## config.mk

```make
export PLATFORM = sky130hd
export DESIGN_NAME = level_chained_slot_store_core
export DESIGN_NICKNAME = d
export VERILOG_FILES = /design/src/rtl/core/lcss_pkg.sv /design/src/rtl/core/level_chained_slot_store_core.sv /design/src/rtl/core/lcss_slot_mem.sv /design/src/rtl/core/lcss_seq.sv
export SDC_FILE = /design/constraint.sdc
export NUM_CORES = 2
export LEC_CHECK = 0
export BUFFER_PORTS_ARGS = -buffer_cell sky130_fd_sc_hd__buf_2
export CORE_MARGIN = 8
export CORE_UTILIZATION = 45
export CTS_CLUSTER_SIZE = 8
export DETAILED_ROUTE_END_ITERATION = 6
export PLACE_DENSITY = 0.57
export SLEW_MARGIN = 25
export SYNTH_ARGS = -nofsm -noshare
export SYNTH_HDL_FRONTEND = slang
export SYNTH_SLANG_ARGS = --single-unit
```

## constraint.sdc

```tcl
create_clock -name aclk -period 7.1 [get_ports aclk]
set_clock_uncertainty 0.1 [all_clocks]
set_input_delay 0.355 -clock aclk [delete_from_list [all_inputs] [get_ports aclk]]
set_output_delay 0.355 -clock aclk [all_outputs]
set_load 0.02 [all_outputs]
```

## src/rtl/core/lcss_pkg.sv

```systemverilog
package lcss_pkg;

    // Default geometry of the store.
    localparam int SLOTS_DEF  = 64;
    localparam int LEVELS_DEF = 16;

    // Field widths.
    localparam int HANDLE_W = 32;
    localparam int LEVEL_W  = 4;
    localparam int REGION_W = 12;
    localparam int TAG_W    = 24;
    localparam int STATUS_W = 3;

    // Register file of the configuration port.
    localparam int APB_ADDR_W = 3;
    localparam int APB_DATA_W = 32;
    localparam logic REG_IDX_REGION_ID = 1'b0;
    localparam logic [REGION_W-1:0] REGION_ID_RST = REGION_W'(1);

    // Command codes.
    localparam logic CMD_ADD     = 1'b0;
    localparam logic CMD_DESTROY = 1'b1;

    // Result status codes.
    localparam logic [STATUS_W-1:0] STAT_ADDED     = 3'd0;
    localparam logic [STATUS_W-1:0] STAT_NULL      = 3'd1;
    localparam logic [STATUS_W-1:0] STAT_FULL      = 3'd2;
    localparam logic [STATUS_W-1:0] STAT_DESTROYED = 3'd3;
    localparam logic [STATUS_W-1:0] STAT_EMPTY     = 3'd4;

    typedef enum logic [1:0] {
        S_IDLE,
        S_ADD,
        S_WALK
    } seq_state_t;

    // Strobes from the sequencer to the slot memories.
    typedef struct packed {
        logic rd_en;
        logic wr_en;
    } mem_ctl_t;

endpackage

```

## src/rtl/core/level_chained_slot_store_core.sv

```systemverilog
// Add: the result word is registered in the S_ADD state once the result
// register is free, and no new command word is taken before that.
// Destroy: a chain of n slots yields n result words, one per cycle through the
// slot memory read port while the result channel does not stall.
// Reset (aresetn low, synchronous) empties every level and the free list, sets
// the never-used counter to 1 and region_id to 1; slot memories are not cleared.
module level_chained_slot_store_core
    import lcss_pkg::*;
#(
    parameter int SLOTS  = SLOTS_DEF,
    parameter int LEVELS = LEVELS_DEF
) (
    input  logic                  aclk,
    input  logic                  aresetn,
    // Command word channel.
    input  logic                  s_valid,
    output logic                  s_ready,
    input  logic                  s_command,
    input  logic [HANDLE_W-1:0]   s_object_handle,
    input  logic [LEVEL_W-1:0]    s_level,
    // Result word channel.
    output logic                  m_valid,
    input  logic                  m_ready,
    output logic [STATUS_W-1:0]   m_status,
    output logic [HANDLE_W-1:0]   m_released_handle,
    output logic [TAG_W-1:0]      m_region_tag,
    output logic                  m_last,
    // Configuration port.
    input  logic                  psel,
    input  logic                  penable,
    input  logic                  pwrite,
    input  logic [APB_ADDR_W-1:0] paddr,
    input  logic [APB_DATA_W-1:0] pwdata,
    output logic [APB_DATA_W-1:0] prdata,
    output logic                  pready
);

    localparam int SLOT_AW = $clog2(SLOTS);

    logic [REGION_W-1:0] region_id_reg;
    logic                cfg_wr;

    mem_ctl_t            mem_ctl;
    logic [SLOT_AW-1:0]  mem_rd_addr;
    logic [SLOT_AW-1:0]  mem_wr_addr;
    logic [HANDLE_W-1:0] mem_wr_obj;
    logic [SLOT_AW-1:0]  mem_wr_link;
    logic [HANDLE_W-1:0] mem_rd_obj;
    logic [SLOT_AW-1:0]  mem_rd_link;

    // The port never stalls. Register 0 holds the region id; the byte offset
    // bits are ignored and any other address reads as zero and drops writes.
    assign pready = 1'b1;
    assign cfg_wr = psel && penable && pwrite && pready;

    always_ff @(posedge aclk) begin
        if (!aresetn) begin
            region_id_reg <= REGION_ID_RST;
        end else if (cfg_wr && (paddr[2] == REG_IDX_REGION_ID)) begin
            region_id_reg <= pwdata[REGION_W-1:0];
        end
    end

    always_comb begin
        prdata = '0;
        if (paddr[2] == REG_IDX_REGION_ID) begin
            prdata = APB_DATA_W'(region_id_reg);
        end
    end

    // The sequencer owns the level heads, the free list head and the
    // never-used counter, and reads and writes the slot memories.
    lcss_seq #(
        .SLOTS  (SLOTS),
        .LEVELS (LEVELS)
    ) u_seq (
        .aclk              (aclk),
        .aresetn           (aresetn),
        .s_valid           (s_valid),
        .s_ready           (s_ready),
        .s_command         (s_command),
        .s_object_handle   (s_object_handle),
        .s_level           (s_level),
        .m_valid           (m_valid),
        .m_ready           (m_ready),
        .m_status          (m_status),
        .m_released_handle (m_released_handle),
        .m_region_tag      (m_region_tag),
        .m_last            (m_last),
        .region_id         (region_id_reg),
        .mem_ctl           (mem_ctl),
        .mem_rd_addr       (mem_rd_addr),
        .mem_wr_addr       (mem_wr_addr),
        .mem_wr_obj        (mem_wr_obj),
        .mem_wr_link       (mem_wr_link),
        .mem_rd_obj        (mem_rd_obj),
        .mem_rd_link       (mem_rd_link)
    );

    // Stored handles and chain links, one write and one read per cycle.
    lcss_slot_mem #(
        .SLOTS (SLOTS)
    ) u_slot_mem (
        .aclk    (aclk),
        .mem_ctl (mem_ctl),
        .rd_addr (mem_rd_addr),
        .wr_addr (mem_wr_addr),
        .wr_obj  (mem_wr_obj),
        .wr_link (mem_wr_link),
        .rd_obj  (mem_rd_obj),
        .rd_link (mem_rd_link)
    );

endmodule

```

## src/rtl/core/lcss_slot_mem.sv

```systemverilog
module lcss_slot_mem
    import lcss_pkg::*;
#(
    parameter int SLOTS = SLOTS_DEF
) (
    input  logic                     aclk,
    input  mem_ctl_t                 mem_ctl,
    input  logic [$clog2(SLOTS)-1:0] rd_addr,
    input  logic [$clog2(SLOTS)-1:0] wr_addr,
    input  logic [HANDLE_W-1:0]      wr_obj,
    input  logic [$clog2(SLOTS)-1:0] wr_link,
    output logic [HANDLE_W-1:0]      rd_obj,
    output logic [$clog2(SLOTS)-1:0] rd_link
);

    localparam int SLOT_AW = $clog2(SLOTS);

    logic [HANDLE_W-1:0] obj_mem  [SLOTS];
    logic [SLOT_AW-1:0]  link_mem [SLOTS];

    // Both arrays share one write address and one read address; read data
    // is registered and holds while no read is issued.
    always_ff @(posedge aclk) begin
        if (mem_ctl.wr_en) begin
            obj_mem[wr_addr]  <= wr_obj;
            link_mem[wr_addr] <= wr_link;
        end
        if (mem_ctl.rd_en) begin
            rd_obj  <= obj_mem[rd_addr];
            rd_link <= link_mem[rd_addr];
        end
    end

endmodule

```

## src/rtl/core/lcss_seq.sv

```systemverilog
module lcss_seq
    import lcss_pkg::*;
#(
    parameter int SLOTS  = SLOTS_DEF,
    parameter int LEVELS = LEVELS_DEF
) (
    input  logic                     aclk,
    input  logic                     aresetn,
    input  logic                     s_valid,
    output logic                     s_ready,
    input  logic                     s_command,
    input  logic [HANDLE_W-1:0]      s_object_handle,
    input  logic [LEVEL_W-1:0]       s_level,
    output logic                     m_valid,
    input  logic                     m_ready,
    output logic [STATUS_W-1:0]      m_status,
    output logic [HANDLE_W-1:0]      m_released_handle,
    output logic [TAG_W-1:0]         m_region_tag,
    output logic                     m_last,
    input  logic [REGION_W-1:0]      region_id,
    output mem_ctl_t                 mem_ctl,
    output logic [$clog2(SLOTS)-1:0] mem_rd_addr,
    output logic [$clog2(SLOTS)-1:0] mem_wr_addr,
    output logic [HANDLE_W-1:0]      mem_wr_obj,
    output logic [$clog2(SLOTS)-1:0] mem_wr_link,
    input  logic [HANDLE_W-1:0]      mem_rd_obj,
    input  logic [$clog2(SLOTS)-1:0] mem_rd_link
);

    localparam int SLOT_AW    = $clog2(SLOTS);
    localparam int NU_W       = SLOT_AW + 1;
    localparam int LEVEL_CNT  = 2 ** LEVEL_W;
    localparam int HEAD_DEPTH = (LEVELS < LEVEL_CNT) ? LEVELS : LEVEL_CNT;
    localparam int HEAD_AW    = (HEAD_DEPTH > 1) ? $clog2(HEAD_DEPTH) : 1;

    seq_state_t state_reg, state_next;

    logic [SLOT_AW-1:0]  head_reg [HEAD_DEPTH];
    logic [SLOT_AW-1:0]  free_head_reg, free_head_next;
    logic [NU_W-1:0]     nu_reg, nu_next;

    logic [HANDLE_W-1:0] handle_reg;
    logic [LEVEL_W-1:0]  level_reg;
    logic [HEAD_AW-1:0]  li_reg;
    logic [SLOT_AW-1:0]  cur_reg;
    logic [SLOT_AW-1:0]  count_reg;

    logic                m_valid_reg;
    logic [STATUS_W-1:0] m_status_reg;
    logic [HANDLE_W-1:0] m_handle_reg;
    logic [TAG_W-1:0]    m_tag_reg;
    logic                m_last_reg;

    logic [HEAD_AW-1:0]  level_map [LEVEL_CNT];
    logic [HEAD_AW-1:0]  li_in;
    logic [SLOT_AW-1:0]  head_rd;
    logic                accept;
    logic                out_free;

    logic                emit;
    logic [STATUS_W-1:0] o_status;
    logic [HANDLE_W-1:0] o_handle;
    logic [TAG_W-1:0]    o_tag;
    logic                o_last;
    logic                head_we;
    logic [HEAD_AW-1:0]  head_wa;
    logic [SLOT_AW-1:0]  head_wd;
    logic                walk_step;
    logic                walk_done;

    // Level to chain index, folded at elaboration into a constant table.
    for (genvar v = 0; v < LEVEL_CNT; v++) begin : g_level_map
        assign level_map[v] = HEAD_AW'(v % LEVELS);
    end

    assign li_in    = level_map[s_level];
    assign head_rd  = head_reg[li_in];
    assign s_ready  = (state_reg == S_IDLE);
    assign accept   = s_valid && s_ready;
    assign out_free = !m_valid_reg || m_ready;

    always_comb begin
        state_next = state_reg;
        unique case (state_reg)
            S_IDLE: begin
                if (accept) begin
                    state_next = (s_command == CMD_DESTROY) ? S_WALK : S_ADD;
                end
            end
            S_ADD: begin
                if (out_free) begin
                    state_next = S_IDLE;
                end
            end
            S_WALK: begin
                if (walk_done) begin
                    state_next = S_IDLE;
                end
            end
            default: state_next = S_IDLE;
        endcase
    end

    always_comb begin
        emit           = 1'b0;
        o_status       = STAT_ADDED;
        o_handle       = '0;
        o_tag          = '0;
        o_last         = 1'b0;
        mem_ctl        = '0;
        mem_rd_addr    = free_head_reg;
        mem_wr_addr    = cur_reg;
        mem_wr_obj     = '0;
        mem_wr_link    = free_head_reg;
        head_we        = 1'b0;
        head_wa        = li_reg;
        head_wd        = '0;
        free_head_next = free_head_reg;
        nu_next        = nu_reg;
        walk_step      = 1'b0;
        walk_done      = 1'b0;
        unique case (state_reg)
            S_IDLE: begin
                if (accept) begin
                    // Fetch the free list successor for an add, or the
                    // first slot of the chain for a destroy.
                    mem_ctl.rd_en = 1'b1;
                    if (s_command == CMD_DESTROY) begin
                        mem_rd_addr = head_rd;
                        head_we     = 1'b1;
                        head_wa     = li_in;
                        head_wd     = '0;
                    end
                end
            end
            S_ADD: begin
                if (out_free) begin
                    emit   = 1'b1;
                    o_last = 1'b1;
                    if (handle_reg == '0) begin
                        o_status = STAT_NULL;
                    end else if (free_head_reg != '0) begin
                        o_status       = STAT_ADDED;
                        head_wd        = free_head_reg;
                        free_head_next = mem_rd_link;
                    end else if (nu_reg < NU_W'(SLOTS)) begin
                        o_status = STAT_ADDED;
                        head_wd  = nu_reg[SLOT_AW-1:0];
                        nu_next  = nu_reg + NU_W'(1);
                    end else begin
                        o_status = STAT_FULL;
                    end
                    if ((handle_reg != '0) && (o_status == STAT_ADDED)) begin
                        mem_ctl.wr_en = 1'b1;
                        mem_wr_addr   = head_wd;
                        mem_wr_obj    = handle_reg;
                        mem_wr_link   = cur_reg;
                        head_we       = 1'b1;
                        head_wa       = li_reg;
                        o_tag         = {region_id, {(REGION_W - LEVEL_W){1'b0}},
                                         level_reg};
                    end
                end
            end
            S_WALK: begin
                if (out_free) begin
                    emit = 1'b1;
                    if (cur_reg == '0) begin
                        o_status  = STAT_EMPTY;
                        o_last    = 1'b1;
                        walk_done = 1'b1;
                    end else begin
                        // Emit this slot, push it on the free list and, unless it is
                        // the last, fetch its successor in the same cycle.
                        o_status       = STAT_DESTROYED;
                        o_handle       = mem_rd_obj;
                        o_last         = (mem_rd_link == '0) ||
                                         (count_reg == SLOT_AW'(SLOTS - 2));
                        walk_step      = 1'b1;
                        walk_done      = o_last;
                        mem_ctl.wr_en  = 1'b1;
                        mem_wr_addr    = cur_reg;
                        mem_wr_obj     = '0;
                        mem_wr_link    = free_head_reg;
                        free_head_next = cur_reg;
                        if (!o_last) begin
                            mem_ctl.rd_en = 1'b1;
                            mem_rd_addr   = mem_rd_link;
                        end
                    end
                end
            end
            default: begin
                emit = 1'b0;
            end
        endcase
    end

    always_ff @(posedge aclk) begin
        if (!aresetn) begin
            state_reg     <= S_IDLE;
            free_head_reg <= '0;
            nu_reg        <= NU_W'(1);
            m_valid_reg   <= 1'b0;
        end else begin
            state_reg     <= state_next;
            free_head_reg <= free_head_next;
            nu_reg        <= nu_next;
            if (emit) begin
                m_valid_reg <= 1'b1;
            end else if (m_ready) begin
                m_valid_reg <= 1'b0;
            end
        end
    end

    always_ff @(posedge aclk) begin
        if (!aresetn) begin
            for (int i = 0; i < HEAD_DEPTH; i++) begin
                head_reg[i] <= '0;
            end
        end else if (head_we) begin
            head_reg[head_wa] <= head_wd;
        end
    end

    always_ff @(posedge aclk) begin
        if (accept) begin
            handle_reg <= s_object_handle;
            level_reg  <= s_level;
            li_reg     <= li_in;
            cur_reg    <= head_rd;
            count_reg  <= '0;
        end else if (walk_step) begin
            cur_reg    <= mem_rd_link;
            count_reg  <= count_reg + SLOT_AW'(1);
        end
    end

    always_ff @(posedge aclk) begin
        if (emit) begin
            m_status_reg <= o_status;
            m_handle_reg <= o_handle;
            m_tag_reg    <= o_tag;
            m_last_reg   <= o_last;
        end
    end

    assign m_valid           = m_valid_reg;
    assign m_status          = m_status_reg;
    assign m_released_handle = m_handle_reg;
    assign m_region_tag      = m_tag_reg;
    assign m_last            = m_last_reg;

`ifndef NO_ASSERTIONS
    a_nu_bound: assert property (@(posedge aclk) disable iff (!aresetn)
        nu_reg <= NU_W'(SLOTS))
        else $error("never-used counter ran past the store size");

    a_no_rw_same_slot: assert property (@(posedge aclk) disable iff (!aresetn)
        (mem_ctl.wr_en && mem_ctl.rd_en) |-> (mem_wr_addr != mem_rd_addr))
        else $error("walk read and write hit the same slot");

    a_add_not_reserved: assert property (@(posedge aclk) disable iff (!aresetn)
        (state_reg == S_ADD && head_we) |-> (head_wd != '0))
        else $error("add linked the reserved slot zero");

    a_destroy_clears_head: assert property (@(posedge aclk) disable iff (!aresetn)
        (accept && s_command == CMD_DESTROY) |=> (head_reg[$past(li_in)] == '0))
        else $error("destroyed level still has a head");

    a_walk_count: assert property (@(posedge aclk) disable iff (!aresetn)
        (state_reg == S_WALK) |-> (count_reg < SLOT_AW'(SLOTS - 1)))
        else $error("walk exceeded the slot bound");
`endif

endmodule
```

==> results.json <==
{
  "wire_per_inst_um": 28.0,
  "hold_violations": 0,
  "ys_types": 72,
  "clockRootBuffer": "clkbuf_16",
  "ff2ff_setup_slack_ns": 1.29,
  "max_stage_delay_ns": 0.79,
  "clk_latency_ns": 0.95,
  "p_sw_share_pct": 27.7,
  "viasPerCell": 5.94,
  "power_density_nw_per_um2": 327,
  "synthTopCellsByCount": "edfxtp_1 (2660), nand2_1 (2424), nand3_1 (1109), and3_1 (231), clkbuf_1 (225)",
  "fill_cells": 19700,
  "drt-initial-drc-count": 8741,
  "slew_headroom_pct": 26.9,
  "place.port_buffers": 122,
  "cp.required_ns": 7.53,
  "cts_max_level": 5,
  "hpwl_um": 176000,
  "synthTopCellsByArea": "edfxtp_1 (74%), nand2_1 (8.5%), nand3_1 (5.2%)",
  "synth_ff_type": "edfxtp_1",
  "cp_num_buf_inv": 1,
  "grt_max_degree": 186,
  "syn-mean-instance-area_um2": 13.1,
  "criticalPathCategory": "reg -> reg",
  "ir_drop_v": 0.000207,
  "synth_area_um2": 108000,
  "gp_congestion": 0.810,
  "worstRegToRegCells": 9,
  "seq_area_frac_synth_pct": 74.9,
  "slew_viol_final": 0,
  "critPathSlowestCell": "nor4_1",
  "cts_tree": "built",
  "min_from": "s_level[0]",
  "path_cells": "nor4_1 > nand4_1 > nor2_1 > a211o_1 > or3_1 > a21boi_1 > nand3_1 > nor2_4 > buf_4",
  "drive_gt1_share_pct": 11.0,
  "p_leak_uw": 0.0436,
  "antenna_found_initial": 14,
  "holdWs_ns": 0.0272,
  "synth-seq-cells": 2694,
  "dr_total_vias": 69700,
  "nets": 8608,
  "dr.pass1.iters": 6,
  "period_share_pct": 81.8,
  "rsz0062_at_grt": "no",
  "maxCapViolCount": 0,
  "synth_most_common_cell": "edfxtp_1",
  "hold_buffers": 99,
  "groute.usage.overall_pct": 25.0,
  "p_comb_share_pct": 16.6,
  "routed_wl_um": 328000,
  "pin_count": 174,
  "area_growth_pct": 15.4,
  "ant_nets": 0,
  "end_kind": "register",
  "final_area_um2": 124000,
  "cp.arrival_ns": 6.24,
  "synth_edf_count": 2660,
  "finalCriticalPeriod_ns": 5.81,
  "num_rows": 179,
  "dpl_cell_area_um2": 113000,
  "grt_pass1_vias": 66400,
  "p_clk_share_pct": 39.1,
  "dp_cells": 11200,
  "outcome": "finished, final reports clean",
  "die_y_um": 505,
  "critPathMaxFanout": 38,
  "route.detailed.drc": 0,
  "cp_top_family": "simple AND/OR/NAND/NOR gates",
  "path_clk_slew_ns": 0.05,
  "start_kind": "register",
  "p_int_uw": 29300,
  "grt_overflow_total": 0,
  "netlist.area_leader.share_pct": 74.3,
  "cts_setup_buffers": 0,
  "p_seq_share_pct": 44.4,
  "core_area_um2": 238000,
  "yosys_warnings": 0,
  "netlist_instances": 8210,
  "hold_depth": 1,
  "maxClockFrequency_mhz": 172,
  "final_cells": 11700,
  "initial_core_util_pct": 45.2,
  "regToRegEndpoint": "u_slot_mem.obj_mem[5][7]$_DFFE_PP_",
  "setup-tns-final_ns": 0,
  "whs_endpoint": "u_seq.li_reg[0]$_DFFE_PN_",
  "p_sw_uw": 11200,
  "synth_area_leader_cell": "edfxtp_1",
  "tightest_slew_ns": 1.10,
  "setup_violations": 0,
  "rr_startpoint": "u_seq.handle_reg[9]$_DFFE_PN_",
  "cts.repair.resized": 0,
  "die_x_um": 505,
  "cts_buffer_depth": 4,
  "clkSinkCount": 2694,
  "hp-class": "in -> reg",
  "largest_register_ff_count": 2048,
  "grt_pass1_wl_um": 473000,
  "die-area_um2": 255000,
  "async_flop_share_pct": 0,
  "cts_made_buffers": 387
}
[how the worst max path moves through the flow]
stage | slack, ns | startpoint | cells after the start | endpoint
after detailed placement | 1.24 | s_level[0] | 14 | u_slot_mem.rd_obj[9]$_DFFE_PP_
after global placement | 1.34 | u_seq.handle_reg[7]$_DFFE_PN_ | 10 | u_slot_mem.obj_mem[12][14]$_DFFE_PP_
after CTS | 1.24 | u_seq.handle_reg[12]$_DFFE_PN_ | 10 | u_slot_mem.obj_mem[12][7]$_DFFE_PP_
after floorplan | 1.93 | u_seq.free_head_reg[3]$_SDFFE_PN0P_ | 6 | u_slot_mem.link_mem[0][0]$_DFFE_PP_
after global routing | 1.16 | u_seq.handle_reg[12]$_DFFE_PN_ | 9 | u_slot_mem.obj_mem[5][7]$_DFFE_PP_
final | 1.29 | u_seq.handle_reg[9]$_DFFE_PN_ | 9 | u_slot_mem.obj_mem[5][7]$_DFFE_PP_
[cells by family after synthesis]
group	share of synthesized area (%)
other	0.00698
buffers and inverters	2.42
and+or+nand+nor	17.3
adders and majority gates	0.0698
muxes	1.44
DFF	74.9
xor gates and xnor gates	0.0814
AOI/OAI and AO/OA	3.76
[layout by cell type (no fill, tap or decap), types with 41 or more instances in the layout]
master         count
dlygate4sd3_1     99
a311oi_1          81
and3_1           231
buf_12            73
edfxtp_1        2660
and2_1            65
buf_2            122
a211oi_1          41
buf_4            170
a31oi_1          153
nand3_1         1109
o21ai_0           53
nand2_1         2419
clkbuf_16        390
mux2i_1           70
a21oi_1           57
nor2_4            69
nand4_1           87
nor2_1           133
[final cells by class]
cell class | instances | area [µm²] | area share [%]
flip-flops and latches | 2694 | 80600 | 64.9
diodes | 6 | 15.0 | 0.0121
clock buffers | 424 | 9900 | 7.97
multi-input cells | 4964 | 25200 | 20.3
clock inverters | 10 | 124 | 0.0998
repair buffers | 464 | 4340 | 3.50
well taps | 3167 | 3960 | 3.19
inverters | 12 | 45.0 | 0.0363
[power groups by stage]
stage	Clock [µW]	Combinational [µW]	Sequential, µW
6_report	15900	6720	18000
3_3_place_gp	0	6580	18300
2_1_floorplan	0	4110	18200
3_5_place_dp	0	6650	18300
5_1_grt	16700	7240	18000
4_1_cts	16100	6710	18000
[worst reg2reg max path, stage by stage (launching register included)]
cell and delay, ns:
edfxtp_1 0.39, nor4_1 0.79, nand4_1 0.43, nor2_1 0.47, a211o_1 0.55, or3_1 0.21
a21boi_1 0.57, nand3_1 0.76, nor2_4 0.28, buf_4 0.77
[per-layer routing]
metal	wire length [µm]	vias to the layer above	global-route usage, %
met5	0	-	0
met2	153000	3257	39.5
met1	136000	35300	35.3
li1	-	30500	-
met3	26900	617	3.84
met4	12000	0	8.99
[metrics by stage]
| step | util, % | total power, µW | worst slack (ns) |
|---|---|---|---|
| floorplan | - | 22300 | 1.93 |
| global placement | 47.5 | 24900 | 1.34 |
| detailed placement | 47.6 | 24900 | 1.24 |
| CTS | 52.2 | 40800 | 1.24 |
| global route | 52.2 | 41900 | 1.16 |
| finish | 52.2 | 40600 | 1.29 |
Power figures use the tool's default switching activity.
